**src/sv/bfha_pkg.sv**
```systemverilog
// Shared types, step codes and constants of the best-fit heap allocator.
package bfha_pkg;

    typedef struct packed {
        logic        kind;
        logic [15:0] request_bytes;
        logic [15:0] payload_offset;
    } t_request;

    typedef struct packed {
        logic [1:0]  status;
        logic [15:0] granted_offset;
    } t_result;

    localparam logic [1:0] ST_DONE     = 2'd0;
    localparam logic [1:0] ST_NO_SPACE = 2'd1;
    localparam logic [1:0] ST_INVALID  = 2'd2;

    localparam logic KIND_ALLOC = 1'b0;

    localparam int HEAD_GRAN = 4;
    localparam int HDR_GRAN  = 2;
    localparam int MIN_SPLIT = 3;

    localparam logic [1:0] REG_FIRST_FIT_ADDR = 2'd0;

    // Sequencer steps; the controller state and the datapath command share them.
    localparam int STW = 5;
    localparam logic [STW-1:0] S_IDLE  = 5'd0;
    localparam logic [STW-1:0] S_CLR   = 5'd1;
    localparam logic [STW-1:0] S_INIT  = 5'd2;
    localparam logic [STW-1:0] S_WRD   = 5'd3;
    localparam logic [STW-1:0] S_WEV   = 5'd4;
    localparam logic [STW-1:0] S_PICK  = 5'd5;
    localparam logic [STW-1:0] S_A1    = 5'd6;
    localparam logic [STW-1:0] S_A2    = 5'd7;
    localparam logic [STW-1:0] S_A3    = 5'd8;
    localparam logic [STW-1:0] S_A4    = 5'd9;
    localparam logic [STW-1:0] S_A5    = 5'd10;
    localparam logic [STW-1:0] S_FAIL1 = 5'd11;
    localparam logic [STW-1:0] S_FAIL2 = 5'd12;
    localparam logic [STW-1:0] S_OK    = 5'd13;
    localparam logic [STW-1:0] S_RESP  = 5'd14;
    localparam logic [STW-1:0] S_FRD   = 5'd15;
    localparam logic [STW-1:0] S_FEV   = 5'd16;
    localparam logic [STW-1:0] S_FN    = 5'd17;
    localparam logic [STW-1:0] S_FN2   = 5'd18;
    localparam logic [STW-1:0] S_FN3   = 5'd19;
    localparam logic [STW-1:0] S_M0    = 5'd20;
    localparam logic [STW-1:0] S_M1    = 5'd21;
    localparam logic [STW-1:0] S_M2    = 5'd22;
    localparam logic [STW-1:0] S_MG0   = 5'd23;
    localparam logic [STW-1:0] S_MG1   = 5'd24;
    localparam logic [STW-1:0] S_MG2   = 5'd25;
    localparam logic [STW-1:0] S_N0    = 5'd26;
    localparam logic [STW-1:0] S_N1    = 5'd27;
    localparam logic [STW-1:0] S_N2    = 5'd28;
    localparam logic [STW-1:0] S_END   = 5'd29;

    typedef struct packed {
        logic           load;
        logic [STW-1:0] op;
    } t_cmd;

    typedef struct packed {
        logic clr_last;
        logic bad;
        logic kind;
        logic walk_end;
        logic stop;
        logic no_best;
        logic small_left;
        logic pf_zero;
        logic unalloc;
        logic steps_over;
        logic phase;
        logic again;
    } t_stat;

endpackage

```
**src/sv/bfha_ctrl.sv**
```systemverilog
// Sequencer state machine of the heap allocator.
module bfha_ctrl (
    input  logic           i_clk,
    input  logic           i_rst_n,
    input  logic           i_start,
    input  bfha_pkg::t_stat i_stat,
    output bfha_pkg::t_cmd  o_cmd,
    output logic           o_busy,
    output logic           o_done
);
    import bfha_pkg::*;

    logic [STW-1:0] r_state, n_state;

    always_comb begin
        n_state = r_state;
        case (r_state)
            S_IDLE:  if (i_start) n_state = S_INIT;
            S_CLR:   if (i_stat.clr_last) n_state = S_IDLE;
            S_INIT: begin
                if (i_stat.bad) n_state = S_FAIL2;
                else if (i_stat.kind) n_state = S_FRD;
                else n_state = S_WRD;
            end
            S_WRD:   n_state = i_stat.walk_end ? S_PICK : S_WEV;
            S_WEV:   n_state = i_stat.stop ? S_PICK : S_WRD;
            S_PICK:  n_state = i_stat.no_best ? S_FAIL1 : S_A1;
            S_A1:    n_state = S_A2;
            S_A2:    n_state = S_A3;
            S_A3:    n_state = i_stat.small_left ? S_OK : S_A4;
            S_A4:    n_state = S_A5;
            S_A5:    n_state = S_OK;
            S_FAIL1: n_state = S_RESP;
            S_FAIL2: n_state = S_RESP;
            S_OK:    n_state = S_RESP;
            S_RESP:  n_state = S_IDLE;
            S_FRD:   n_state = i_stat.pf_zero ? S_FN : S_FEV;
            S_FEV:   n_state = (i_stat.unalloc || i_stat.steps_over) ? S_FN : S_FRD;
            S_FN:    n_state = S_FN2;
            S_FN2:   n_state = S_FN3;
            S_FN3:   n_state = S_M0;
            S_M0:    n_state = S_M1;
            S_M1:    n_state = S_M2;
            S_M2:    n_state = i_stat.unalloc ? S_MG0 : S_N0;
            S_MG0:   n_state = S_MG1;
            S_MG1:   n_state = S_MG2;
            S_MG2:   n_state = i_stat.phase ? S_END : S_N0;
            S_N0:    n_state = S_N1;
            S_N1:    n_state = S_N2;
            S_N2:    n_state = i_stat.unalloc ? S_MG0 : S_END;
            S_END:   n_state = i_stat.again ? S_M0 : S_OK;
            default: n_state = S_IDLE;
        endcase
    end

    always_ff @(posedge i_clk) begin
        if (!i_rst_n) begin
            r_state <= S_CLR;
        end else begin
            r_state <= n_state;
        end
    end

    assign o_cmd.op   = r_state;
    assign o_cmd.load = (r_state == S_IDLE) && i_start;
    assign o_busy     = (r_state != S_IDLE);
    assign o_done     = (r_state == S_RESP);

endmodule

```
**config.mk**
```make
export PLATFORM = sky130hd
export DESIGN_NAME = bfha_ctrl
export DESIGN_NICKNAME = d
export VERILOG_FILES = /design/src/sv/bfha_pkg.sv /design/src/sv/bfha_ctrl.sv
export SDC_FILE = /design/constraint.sdc
export NUM_CORES = 1
export LEC_CHECK = 0
export BUFFER_PORTS_ARGS = -buffer_cell sky130_fd_sc_hd__buf_2
export CELL_PAD_IN_SITES_DETAIL_PLACEMENT = 0
export CELL_PAD_IN_SITES_GLOBAL_PLACEMENT = 1
export CORE_UTILIZATION = 37
export DETAILED_ROUTE_END_ITERATION = 12
export PLACE_DENSITY_LB_ADDON = 0.1
export SYNTH_ARGS = -nofsm -noshare
export SYNTH_HDL_FRONTEND = slang
export SYNTH_SLANG_ARGS = --single-unit
```
**constraint.sdc**
```tcl
create_clock -name i_clk -period 2.15 [get_ports i_clk]
set_clock_uncertainty 0.15 [all_clocks]
set_input_delay 0.215 -clock i_clk [delete_from_list [all_inputs] [get_ports i_clk]]
set_output_delay 0.215 -clock i_clk [all_outputs]
set_load 0.01 [all_outputs]
```
# Yosys cells after proc, flatten, opt, wreduce, memory -nomap -nowiden
# Cells that the tools add are included.
# totals
ff_bits,5
latch_bits,0
ramBits,0
mem_bits_ro,0
input_bits,15
output_inout_bits,8
memories,0
# op_classes
add_sub_neg,0
multipliers,0
div_mod_pow,0
magnitude_cmp,0
eq_ne,31
shift,0
muxes,15
bitwise_logic,0
reduce_logical,6
# op_table
cell,n
$pmux W5 S27,1
$eq A5 B5 Y1 const B,14
$eq A5 B4 Y1 const B,8
$eq A5 B3 Y1 const B,4
$mux W4,5
$mux W5,4
$eq A5 B2 Y1 const B,2
$mux W3,3
$eq A5 B1 Y1 const B,1
$logic_not A5 Y1,1
$reduce_bool A5 Y1,1
$ne A2 B2 Y1 const B,2
$reduce_or A3 Y1,1
$mux W1,2
$reduce_and A2 Y1,1
$logic_and A1 B1 Y1,1
$logic_or A1 B1 Y1,1

# Longest topological paths before layout
# logic_depth
depth_word,3
mapped_depth,7
ltp_nobuf,5

# Least setup slack after synthesis
# OpenSTA, ideal clock, no wires.
# synth_path
path_kind,flip-flop to output port
start,register r_state[3]
end,output o_cmd[5] (netlist bit)
t_arrival_ns,1.271
path_slack_ns,0.514
stages_incl_launch_ff,5
cell_sequence,dfxtp_1 > buf_6 > buf_6 > or4_4 > nor2_2
# synth_rtl
item,line_no,rtl
"start, declared",bfha_ctrl.sv:13,"logic [STW-1:0] r_state, n_state;"
"start signal, assigned",bfha_ctrl.sv:60,r_state <= n_state;
"end, declared",bfha_ctrl.sv:7,"output bfha_pkg::t_cmd o_cmd,"

==> flow_summary.ini <==
[synth]
synth_top_area_cell = dfxtp_1
synth_area_um2 = 714
yosys-top-cells-area = dfxtp_1 14%, buf_6 7.9%, a21oi_1 4.9%
avgSynthCellArea_um2 = 7.07
ys_ff_latch = 5
seq_area_frac_synth = 0.140
synth_enable_flop_cells = 0
ys_types = 41
yosysWarnings = 0
synth_top_cell_area_share = 0.140
async_flop_share = 0
netlist_instances = 101
synth_ff_type = dfxtp_1
syn_nets = 116

[final_layout]
layout-drive-gt1-share = 0.341
largest_register_ffs = 5
reg_top3 = r_state: 5 flops
regMostFlops = r_state
fin_cells = 148
syn2layout_area_growth_pct = 17.0
final_area_um2 = 836
nNetsFinal = 139
fillers = 212
antennaDiodeCount = 0

[die]
floorplan.initialDensity = 0.405
dieWidth_um = 45.9
dieArea_mm2 = 0.00211
pin_count = 23
core_mm2 = 0.00176
die_h_um = 45.9
rows = 15

[detailed_routing]
drt_wl_total_um = 1990
wl_met2_um = 921
viasPerCell = 5.66
antenna_left = 0
routed-via-count = 837
wl_met1_um = 929
drt_pass1_iterations = 5
wl_met3_um = 115
drc = 0
drt_iter0_drc = 23
routed.top_layer = met4
wl_per_cell_um = 13.4

[critical_path]
crit_required_ns = 1.78
r2r_cells = 4
start_kind = register
regToRegEndpoint = r_state[1]$_SDFFE_PN0P_
r2r-start = r_state[2]$_SDFFE_PN0P_
crit_end = o_cmd[5]
end_kind = primary output
worstPathArrival_ns = 1.68
ff2ff_setup_slack_ns = 0.30
cp_max_fo = 15
path_class = reg -> out
cp-startpoint = r_state[1]$_SDFFE_PN0P_

[worst_hold_path]
hp-class = in -> reg

[power]
ir_worst_vdd_uv = 234
leakagePower_nw = 0.334
power.density_mw_per_mm2 = 496
p_total_mw = 0.414

[sta]
finalSetupViolCount = 0
max-slew-margin-rel = 0.451
slew_viol_final = 0
tightest_slew_ns = 0.822
fin_crit_ns = 2.04
fmax_mhz = 490
timing.hold.ws_ns = 0.0852
rsz0062_at_grt = false
finalHoldViolations = 0
tns_ns = 0
post-route-period-util = 0.950

[cts]
cts_setup_buffers = 0
clock_path_buffers = 2
h-tree-depth = 1
cts_root_buf = clkbuf_4
cts_resized = 0
cts_tree = built
clk_latency_ns = 0.24
cts.sinks = 5
clk_pin_slew_ns = 0.04
cts_made_buffers = 3
holdBufCountCts = 0

[status]
status = finished clean

[grt]
overflow = 0
grt_pass1_wl_um = 3280
antenna_found_initial = 0
grt_max_degree = 27
grt_usage = 0.214
grt_pass1_vias = 703

[placed_design]
globalplace.congestion = 0.828
portBuffers = 22
dp_cells = 144
hpwl_um = 1490
placed_cell_area_um2 = 810

[job]
cap_violations = 0
[through the flow]
stage,worst slack (ns),util
5_1_grt,0.0145,0.474
3_3_place_gp,0.305,0.459
4_1_cts,0.110,0.474
6_report,0.108,0.474
2_1_floorplan,0.514,-
3_5_place_dp,0.329,0.459
[how the worst min path moves through the flow]
stage,from,to,slack (ns),depth (start not counted)
final,i_rst_n,r_state[2]$_SDFFE_PN0P_,0.09,2
after global routing,i_rst_n,r_state[2]$_SDFFE_PN0P_,0.09,2
after CTS,i_rst_n,r_state[2]$_SDFFE_PN0P_,0.09,2
after detailed placement,i_rst_n,r_state[2]$_SDFFE_PN0P_,0.34,2
after global placement,i_rst_n,r_state[2]$_SDFFE_PN0P_,0.33,2
after floorplan,i_rst_n,r_state[0]$_SDFFE_PN1P_,0.17,1
[Yosys cell counts (4+ instances only)]
cell and count:
a21oi_1 7, nor3_1 4, nand2_1 8, buf_6 5, dfxtp_1 5, o21ai_0 4
inv_1 4, nand2b_1 4, nor4_1 4, nor2_1 9
[cells in the final DEF (no fill, tap or decap), drive strengths merged, types with 2 or more instances in the layout]
cell type,n
nor2,11
a2111oi,2
inv,7
a211oi,3
o32ai,2
clkbuf,4
o221ai,2
nor4,4
buf,27
o21ai,7
dfxtp,5
nor3,5
nand2,9
nor2b,3
nand3b,2
a21oi,9
nand2b,4
[cell type report]
| cell class | instances | area, um2 | area share |
|---|---|---|---|
| Multi-Input combinational cell | 80 | 504 | 0.603 |
| Sequential cell | 5 | 100 | 0.120 |
| Timing Repair Buffer | 27 | 148 | 0.177 |
| Inverter | 7 | 26.3 | 0.0314 |
| Tap cell | 25 | 31.3 | 0.0374 |
| Clock buffer | 4 | 26.3 | 0.0314 |
[power by group]
group	total [mW]	internal (mW)	switching [mW]	leakage (nW)
Combinational	0.175	0.0830	0.0922	0.278
Clock	0.109	0.0701	0.0384	0.0150
Sequential	0.130	0.0999	0.0306	0.0407
Total	0.414	0.253	0.161	0.334
[cell families after synthesis]
group,share of synthesized area
flops,0.140
simple gates,0.336
compound gates,0.370
buf+inv,0.154
[per-layer routing]
metal,vias up,global-route usage
li1,422,-
met1,376,0.311
met2,35,0.324
met3,4,0.0357
met4,0,0.0529
met5,-,0
[worst max-delay path, stage by stage, from the launching register on]
cell and delay, ns:
dfxtp_1 0.46, or2_1 0.33, or4_4 0.43, nor2_2 0.08, buf_2 0.13
(Power assumes the default switching activity.)
